### config.mk
export PLATFORM = sky130hd
export DESIGN_NAME = framed_packet_receiver_crc16_core
export DESIGN_NICKNAME = d
export VERILOG_FILES = /design/src/sv/fprx_pkg.sv /design/src/sv/fprx_crc_unit.sv /design/src/sv/framed_packet_receiver_crc16_core.sv
export SDC_FILE = /design/constraint.sdc
export NUM_CORES = 1
export LEC_CHECK = 0
export ABC_AREA = 1
export BUFFER_PORTS_ARGS = -buffer_cell sky130_fd_sc_hd__clkbuf_2
export CAP_MARGIN = 25
export CORE_ASPECT_RATIO = 1.4
export CORE_MARGIN = 2
export CORE_UTILIZATION = 30
export CTS_CLUSTER_DIAMETER = 40
export DETAILED_ROUTE_END_ITERATION = 12
export GPL_TIMING_DRIVEN = 0
export PLACE_DENSITY = 0.57
export RECOVER_POWER = 50
export SYNTH_ARGS = -nofsm -noshare
export SYNTH_HDL_FRONTEND = slang
export SYNTH_SLANG_ARGS = --single-unit
### constraint.sdc
create_clock -name clk -period 2.9 [get_ports clk]
set_clock_uncertainty 0.1 [all_clocks]
set_input_delay 0.87 -clock clk [delete_from_list [all_inputs] [get_ports clk]]
set_output_delay 0.87 -clock clk [all_outputs]
set_load 0.005 [all_outputs]
### src/sv/fprx_pkg.sv
package fprx_pkg;

	localparam int unsigned ByteW   = 8;
	localparam int unsigned CrcW    = 16;
	localparam int unsigned PosW    = 9;
	localparam int unsigned CfgIdxW = 2;
	localparam int unsigned CfgW    = 16;

	localparam logic [CrcW-1:0] CrcPoly = 16'h1021;

	// Byte positions of the fixed header.
	localparam logic [PosW-1:0] PosStart = 9'd0;
	localparam logic [PosW-1:0] PosSrc   = 9'd1;
	localparam logic [PosW-1:0] PosDst   = 9'd2;
	localparam logic [PosW-1:0] PosLen   = 9'd3;
	localparam logic [PosW-1:0] PosType  = 9'd4;

	typedef enum logic [2:0] {
		ST_NOT_READY = 3'd0,
		ST_READY     = 3'd1,
		ST_INVALID   = 3'd2,
		ST_WRONG_ADR = 3'd3,
		ST_ERROR     = 3'd4
	} status_t;

	typedef enum logic [CfgIdxW-1:0] {
		CFG_OWN_ADDR  = 2'd0,
		CFG_START     = 2'd1,
		CFG_CRC_SEED  = 2'd2,
		CFG_MAX_LEN   = 2'd3
	} cfg_idx_t;

	// Control from the parser to the CRC unit.
	typedef struct packed {
		logic load;    // reload from seed (start byte seen)
		logic update;  // fold in the current byte
	} crc_ctl_t;

	// CRC-16-CCITT, MSB first, one byte.
	function automatic logic [CrcW-1:0] crc16_byte(input logic [CrcW-1:0] crc,
			input logic [ByteW-1:0] b);
		logic [CrcW-1:0] c;
		c = crc ^ {b, 8'h00};
		for (int i = 0; i < ByteW; i++) begin
			if (c[CrcW-1]) begin
				c = {c[CrcW-2:0], 1'b0} ^ CrcPoly;
			end else begin
				c = {c[CrcW-2:0], 1'b0};
			end
		end
		return c;
	endfunction

endpackage

### src/sv/fprx_crc_unit.sv
module fprx_crc_unit (
	input  logic                            clk,
	input  logic                            arst_n,
	input  fprx_pkg::crc_ctl_t              ctl,
	input  logic [fprx_pkg::CrcW-1:0]       seed,
	input  logic [fprx_pkg::ByteW-1:0]      data,
	output logic [fprx_pkg::CrcW-1:0]       crc
);
	import fprx_pkg::*;

	logic [CrcW-1:0] crc_q;

	always_ff @(posedge clk or negedge arst_n) begin
		if (!arst_n) begin
			crc_q <= '0;
		end else if (ctl.load) begin
			crc_q <= seed;
		end else if (ctl.update) begin
			crc_q <= crc16_byte(crc_q, data);
		end
	end

	assign crc = crc_q;

endmodule

### src/sv/framed_packet_receiver_crc16_core.sv
// Byte-stream packet deframer with CRC-16-CCITT check. Each transfer on the
// input channel carries one received byte (or a restart request) and yields
// exactly one transfer on the output channel: a status, the payload byte with
// its index when the byte belonged to the payload, and the header fields held
// for the current packet. Frame layout: start byte, source, destination,
// length, type, payload, CRC MSB, CRC LSB. The CRC (poly 0x1021, MSB first,
// seeded from crc_seed when the start byte is taken) covers source through the
// last payload byte. One byte per clock while the output is not stalled: the
// parse step and the byte-wide CRC update sit between the state registers and
// the result register, and a new byte is taken in the same cycle a held result
// leaves, so throughput is one transfer per cycle. Registers are written through
// cfg_we/cfg_index/cfg_data and take effect at the byte that samples them;
// write them only while no byte is in flight.
module framed_packet_receiver_crc16_core (
	input  logic                            clk,
	input  logic                            arst_n,
	// configuration
	input  logic                            cfg_we,
	input  logic [fprx_pkg::CfgIdxW-1:0]    cfg_index,
	input  logic [fprx_pkg::CfgW-1:0]       cfg_data,
	// input channel
	input  logic                            in_valid,
	output logic                            in_stall,
	input  logic [fprx_pkg::ByteW-1:0]      rx_byte,
	input  logic                            restart,
	// output channel
	output logic                            out_valid,
	input  logic                            out_stall,
	output logic [2:0]                      status,
	output logic                            payload_valid,
	output logic [fprx_pkg::ByteW-1:0]      payload_byte,
	output logic [fprx_pkg::ByteW-1:0]      payload_index,
	output logic [fprx_pkg::ByteW-1:0]      source_address,
	output logic [fprx_pkg::ByteW-1:0]      dest_address,
	output logic [fprx_pkg::ByteW-1:0]      payload_length,
	output logic [fprx_pkg::ByteW-1:0]      packet_type
);
	import fprx_pkg::*;

	// configuration registers
	logic [ByteW-1:0] own_addr_q;
	logic [ByteW-1:0] start_val_q;
	logic [CrcW-1:0]  crc_seed_q;
	logic [ByteW-1:0] max_len_q;

	// parse state
	logic [PosW-1:0]  pos_q;
	logic [ByteW-1:0] src_q;
	logic [ByteW-1:0] dst_q;
	logic [ByteW-1:0] len_q;
	logic [ByteW-1:0] type_q;
	logic [ByteW-1:0] chk_msb_q;   // only the MSB of the received check is kept

	// result register
	logic             out_valid_q;
	status_t          status_q;
	logic             pvalid_q;
	logic [ByteW-1:0] pbyte_q;
	logic [ByteW-1:0] pindex_q;
	logic [ByteW-1:0] src_out_q;
	logic [ByteW-1:0] dst_out_q;
	logic [ByteW-1:0] len_out_q;
	logic [ByteW-1:0] type_out_q;

	logic             accept;
	logic [CrcW-1:0]  crc;
	crc_ctl_t         crc_ctl;

	// next-state / result logic
	logic [PosW-1:0]  pos_d;
	logic [ByteW-1:0] src_d, dst_d, len_d, type_d, chk_msb_d;
	status_t          status_d;
	logic             pvalid_d;
	logic [ByteW-1:0] pindex_d;
	logic [PosW-1:0]  pay_end;      // first position after the payload
	logic [PosW-1:0]  pos_inc;

	// output register frees whenever its content leaves or it is empty
	assign in_stall = out_valid_q && out_stall;
	assign accept   = in_valid && !in_stall;

	assign pay_end = {1'b0, len_q} + (PosType + PosW'(1));
	assign pos_inc = pos_q + PosW'(1);

	always_comb begin
		pos_d     = pos_q;
		src_d     = src_q;
		dst_d     = dst_q;
		len_d     = len_q;
		type_d    = type_q;
		chk_msb_d = chk_msb_q;
		status_d  = ST_NOT_READY;
		pvalid_d  = 1'b0;
		pindex_d  = '0;
		crc_ctl   = '0;

		if (restart) begin
			pos_d = PosStart;
		end else if (pos_q == PosStart) begin
			if (rx_byte == start_val_q) begin
				src_d        = '0;
				dst_d        = '0;
				len_d        = '0;
				type_d       = '0;
				chk_msb_d    = '0;
				crc_ctl.load = 1'b1;
				pos_d        = PosSrc;
			end else begin
				status_d = ST_INVALID;
			end
		end else if (pos_q == PosSrc) begin
			src_d          = rx_byte;
			crc_ctl.update = 1'b1;
			pos_d          = PosDst;
		end else if (pos_q == PosDst) begin
			dst_d          = rx_byte;
			crc_ctl.update = 1'b1;
			pos_d          = PosLen;
			if (rx_byte != own_addr_q) begin
				status_d = ST_WRONG_ADR;  // keep parsing anyway
			end
		end else if (pos_q == PosLen) begin
			if (rx_byte > max_len_q) begin
				pos_d    = PosStart;
				status_d = ST_INVALID;
			end else begin
				len_d          = rx_byte;
				crc_ctl.update = 1'b1;
				pos_d          = PosType;
			end
		end else if (pos_q == PosType) begin
			type_d         = rx_byte;
			crc_ctl.update = 1'b1;
			pos_d          = pos_inc;
		end else if (pos_q < pay_end) begin
			crc_ctl.update = 1'b1;
			pvalid_d       = 1'b1;
			pindex_d       = ByteW'(pos_q - (PosType + PosW'(1)));
			pos_d          = pos_inc;
		end else if (pos_q == pay_end) begin
			chk_msb_d = rx_byte;
			pos_d     = pos_inc;
		end else if (pos_q == pay_end + PosW'(1)) begin
			pos_d    = PosStart;
			status_d = ({chk_msb_q, rx_byte} == crc) ? ST_READY : ST_INVALID;
		end else begin
			// position past the frame: not reached in normal flow
			pos_d    = PosStart;
			status_d = ST_ERROR;
		end

		if (!accept) begin
			crc_ctl = '0;
		end
	end

	fprx_crc_unit u_crc (
		.clk    (clk),
		.arst_n (arst_n),
		.ctl    (crc_ctl),
		.seed   (crc_seed_q),
		.data   (rx_byte),
		.crc    (crc)
	);

	always_ff @(posedge clk or negedge arst_n) begin
		if (!arst_n) begin
			own_addr_q  <= '0;
			start_val_q <= 8'd126;
			crc_seed_q  <= '0;
			max_len_q   <= 8'd64;
		end else if (cfg_we) begin
			case (cfg_idx_t'(cfg_index))
				CFG_OWN_ADDR: own_addr_q  <= cfg_data[ByteW-1:0];
				CFG_START:    start_val_q <= cfg_data[ByteW-1:0];
				CFG_CRC_SEED: crc_seed_q  <= cfg_data[CrcW-1:0];
				CFG_MAX_LEN:  max_len_q   <= cfg_data[ByteW-1:0];
				default: ;
			endcase
		end
	end

	always_ff @(posedge clk or negedge arst_n) begin
		if (!arst_n) begin
			pos_q     <= '0;
			src_q     <= '0;
			dst_q     <= '0;
			len_q     <= '0;
			type_q    <= '0;
			chk_msb_q <= '0;
		end else if (accept) begin
			pos_q     <= pos_d;
			src_q     <= src_d;
			dst_q     <= dst_d;
			len_q     <= len_d;
			type_q    <= type_d;
			chk_msb_q <= chk_msb_d;
		end
	end

	always_ff @(posedge clk or negedge arst_n) begin
		if (!arst_n) begin
			out_valid_q <= 1'b0;
		end else if (accept) begin
			out_valid_q <= 1'b1;
		end else if (!out_stall) begin
			out_valid_q <= 1'b0;
		end
	end

	always_ff @(posedge clk) begin
		if (accept) begin
			status_q   <= status_d;
			pvalid_q   <= pvalid_d;
			pbyte_q    <= pvalid_d ? rx_byte : '0;
			pindex_q   <= pindex_d;
			src_out_q  <= src_d;
			dst_out_q  <= dst_d;
			len_out_q  <= len_d;
			type_out_q <= type_d;
		end
	end

	assign out_valid      = out_valid_q;
	assign status         = status_q;
	assign payload_valid  = pvalid_q;
	assign payload_byte   = pbyte_q;
	assign payload_index  = pindex_q;
	assign source_address = src_out_q;
	assign dest_address   = dst_out_q;
	assign payload_length = len_out_q;
	assign packet_type    = type_out_q;

	// an accepted restart parks the parser at the start position
	a_restart_park: assert property (@(posedge clk) disable iff (!arst_n)
		(accept && restart) |=> (pos_q == PosStart))
		else $error("restart did not clear parse position");

	// a payload byte never carries a terminal status
	a_payload_status: assert property (@(posedge clk) disable iff (!arst_n)
		(out_valid_q && pvalid_q) |-> (status_q == ST_NOT_READY))
		else $error("payload byte reported with non-idle status");

	// payload index stays inside the advertised length
	a_payload_index: assert property (@(posedge clk) disable iff (!arst_n)
		(out_valid_q && pvalid_q) |-> (pindex_q < len_out_q))
		else $error("payload index beyond length");

	// parse position never runs past the check LSB of the current frame
	a_pos_bound: assert property (@(posedge clk) disable iff (!arst_n)
		pos_q <= pay_end + PosW'(1))
		else $error("parse position beyond frame");

	// a frame verdict returns the parser to the start position
	a_verdict_park: assert property (@(posedge clk) disable iff (!arst_n)
		(accept && !restart && pos_q != PosStart &&
			(status_d == ST_READY || status_d == ST_INVALID)) |=> (pos_q == PosStart))
		else $error("parser did not return to start after verdict");

endmodule
==> summary.txt <==
Critical path
  – Worst path required time: 2.98 ns
  – Worst setup path start: len_q[1]$_DFFE_PN0P_
  – R2r worst-path depth: 19
  – CP Launch Type: register
  – R2R Path Start: len_q[1]$_DFFE_PN0P_
  – Crit path arrival time: ~2.9 ns
  – CP peak stage delay: 0.37 ns
  – Crit path to: status[1]$_SDFFCE_PP0P_
  – CP bufs+invs: 2
  – Crit path max fanout: 5
  – Crit-path cells: ha_2 -> nor2_2 -> nor2_2 -> nand4_1 -> nand2_2 -> ha_4 -> a21o_1 -> a21boi_2 -> nand3_2 -> nand2_2 -> inv_2 -> nand2_4 -> inv_2 -> nand2_2 -> nor2_1 -> nand3_1 -> nand3_1 -> nand3_1 -> nand2_1
  – CP max stage cell: dfrtp_1
  – CP delay by family, top: simple AND/OR/NAND/NOR gates
  – CP Depth: 19
  – Reg-to-reg slack, setup: 0.10 ns
  – CP Class: register to register
  – R2R Path End: status[1]$_SDFFCE_PP0P_
  – Worst Setup End Kind: register

Final layout
  – Finished Core Util: 36.26%
  – Fin area: ~10000 sq um
  – Area growth syn-to-layout: 18.94%
  – Register area: approximately 4200 sq um
  – Final nets: 1151
  – Final Non-Filler Cells: 1484
  – Multi-input combinational cell area: between 3000 and 4000 sq um
  – Layout cells sized above 1: roughly a fifth
  – Fillers: about 2900

CTS
  – Clock Pin Slew Worst Setup and Hold Paths: roughly 0.07 ns
  – Clk root buf: clkbuf_16
  – Clock Latency Late Sink: 0.44 ns
  – Longest Clk Path Bufs: 2
  – Clock sink total: around 160
  – CTS Buf Count: 17
  – # hold bufs at CTS: 0
  – CTS tree: done
  – # H-tree levels: 4

Global routing
  – First-pass GRT wire length: roughly 38000 um
  – GRT Util Overall: between 15 and 20%
  – Vias in the first global route: 6959
  – Gr ovfl total: 0
  – Initial antenna violation count: 1
  – Largest net degree at the start of global routing: approximately 110

STA
  – Max Transition Viols Final: roughly 110
  – Final Hold Fails: 0
  – Tmin final: ~2.8 ns
  – Peak Freq: about 0.36 GHz
  – Slew headroom: -7.225%
  – Final Worst Setup Slack: about 0.1 ns
  – Hold_ws: between 0.3 and 0.4 ns
  – Crit share post-route: between 90% and 100%
  – Least-Margin Pin Slew: between 1.5 and 2 ns
  – Final setup TNS: 0 ns
  – Final setup vio count: 0
  – Unrepaired setup endpoints after global routing: yes

Floorplanning
  – Core box area: about 28000 sq um
  – Site Rows: 73
  – Starting density of the core: 30.48%
  – DIE WIDTH: roughly 150 um
  – Die height: around 210 um
  – DIE AREA: ~30000 sq um
  – I/O pin cnt: between 80 and 90

Synth
  – #FFs+latches synth: between 150 and 200
  – Register area share after synthesis: 48.77%
  – Dominant synthesized flop cell: dfrtp_1
  – Ys async rst share: approximately 67%
  – Post-Syn Area: roughly 8700 sq um
  – EDFF count, synth: 52
  – Cells after synthesis: about 990
  – Syn Nets: about 1000
  – Synth warn: 0
  – Yosys cell types: 53
  – Syn_area_per_cell: ~8.8 sq um

Placement
  – Dpl hpwl: roughly 17000 um
  – # port buffers: 83
  – Pre-CTS setup slack: -0.7132 ns
  – Cell Area, Placed: around 9600 sq um
  – Placed Cells: 1444
  – GP Congestion: 0.8658

Routing
  – ANT nets after route: 0
  – DR vias/cell: between 4 and 5
  – Pre-antenna DRT Iters: 5
  – WL final: between 20000 and 25000 um
  – DR DRC count: 0
  – Initial DRC count: roughly 330
  – WL/cell: approximately 16 um
  – DR vias: between 6000 and 7000

Pwr
  – Lkg Pwr: around 4.6 nW
  – Pwr Density: a little over 900 nW/um^2
  – Power Total: 9.456 mW
  – Max VDD drop: around 0.50 mV

Hold path
  – Worst Hold Class: register to register

Run status
  – Outcome: complete, but fails checks
  – Violated checks: capacitance limit, slew limit

Flow run
  – Max-cap violations: 1
## cells in the mapped netlist, types with 2 or more instances
library cell / n / area share, %
o21ai_2: 9 / 0.91
o21ai_1: 3 / 0.17
nor2_1: 90 / 3.9
nand4_1: 17 / 1.2
a21oi_1: 32 / 1.8
clkbuf_1: 15 / 0.65
o21ai_0: 79 / 4.6
nand2_1: 198 / 8.6
nand4_2: 2 / 0.29
nor2_8: 2 / 0.46
nand3_1: 47 / 2.7
o221ai_1: 8 / 0.81
buf_2: 4 / 0.23
o211ai_1: 10 / 0.87
inv_2: 11 / 0.48
a32oi_1: 8 / 0.81
nor2_2: 4 / 0.29
nor3_1: 7 / 0.40
dfstp_2: 7 / 2.1
o2111ai_1: 2 / 0.20
clkbuf_2: 5 / 0.29
ha_1: 24 / 3.5
or2_2: 6 / 0.43
xor2_1: 14 / 1.4
nand2_4: 3 / 0.39
nor2_4: 10 / 1.3
buf_6: 3 / 0.39
o22ai_1: 25 / 1.8
nand3b_1: 4 / 0.35
inv_4: 3 / 0.22
inv_1: 121 / 5.2
xnor2_1: 37 / 3.7
dfrtp_1: 99 / 29
nand2_2: 4 / 0.29
edfxtp_1: 52 / 18
clkinv_1: 2 / 0.087
buf_4: 2 / 0.17
## cell type report
cell class                 instances  area share [%]
clock buffer                      22           4.617
sequential                       158           41.02
inverter                         137           5.091
buffer                            31           1.786
timing repair buffer              91           4.398
multi-input combinational        659           37.31
antenna                            1         0.02430
clock inverter                    10           1.203
tap                              375           4.556
## layer usage
layer  routed length [um]  up-vias  track usage [%]  share of wire, %
met5                    0        -                0                 0
met4                  471        0            6.284               2.0
met3                  670       32            2.606               2.8
met2                12880      115            29.57                55
met1                 9525     3357            18.71                40
li1                     -     3492                -                 -
## cells in the final DEF, fill, tap and decap left out, types with 5 or more instances in the layout
cell type / instances
inv_1: 119
clkbuf_2: 67
nor2_1: 87
buf_4: 10
edfxtp_1: 52
o221ai_1: 8
ha_1: 22
xor2_1: 14
dfrtp_1: 98
clkbuf_16: 18
or2_2: 6
nor3_1: 6
inv_2: 12
nand3_1: 46
nor2_2: 7
dfstp_2: 7
inv_4: 6
nand2_2: 10
a32oi_1: 8
o21ai_2: 9
o22ai_1: 25
o21ai_0: 78
a21oi_1: 29
xnor2_1: 37
nand4_1: 17
nand2_1: 190
o211ai_1: 10
clkbuf_1: 36
nor2_4: 10
nand2_4: 5
## cell families after synthesis
group	share of synthesized area, %
buf+inv	8.035
fa+ha+maj	3.468
simple gates	21.86
compound gates	12.70
xor+xnor	5.159
flops	48.77
## what timing repair did
item,CTS,global route
resized for setup,4,33
setup endpoints to repair,12,58
setup buffers,4,3
pin swaps,1,8
## tightest hold or removal path, cell delays in order, from the launching register on
cell and delay, ns:
dfrtp_1 0.34, nand2_1 0.05, o21ai_0 0.06
## power by group
part	leakage (nW)	total, mW	internal [mW]	switching (mW)
Sequential	1.83	3.37	2.99	0.389
Combinational	2.47	3.76	1.40	2.36
Clock	0.292	2.32	1.35	0.965
Total	4.59	9.46	5.74	3.72
## worst min-delay path by stage
| stage | startpoint | to | slack [ns] | cells after the start |
|---|---|---|---|---|
| final | max_len_q[4]$_DFFE_PN0P_ | max_len_q[4]$_DFFE_PN0P_ | 0.39 | 2 |
| after detailed placement | crc_seed_q[5]$_DFFE_PN0P_ | crc_seed_q[5]$_DFFE_PN0P_ | 0.37 | 2 |
| after floorplan | crc_seed_q[4]$_DFFE_PN0P_ | crc_seed_q[4]$_DFFE_PN0P_ | 0.35 | 2 |
| after global routing | start_val_q[2]$_DFFE_PN1P_ | start_val_q[2]$_DFFE_PN1P_ | 0.42 | 2 |
| after CTS | crc_seed_q[5]$_DFFE_PN0P_ | crc_seed_q[5]$_DFFE_PN0P_ | 0.39 | 2 |
| after global placement | max_len_q[7]$_DFFE_PN0P_ | max_len_q[7]$_DFFE_PN0P_ | 0.37 | 2 |
Note: power is estimated with default switching activity, not from simulation.
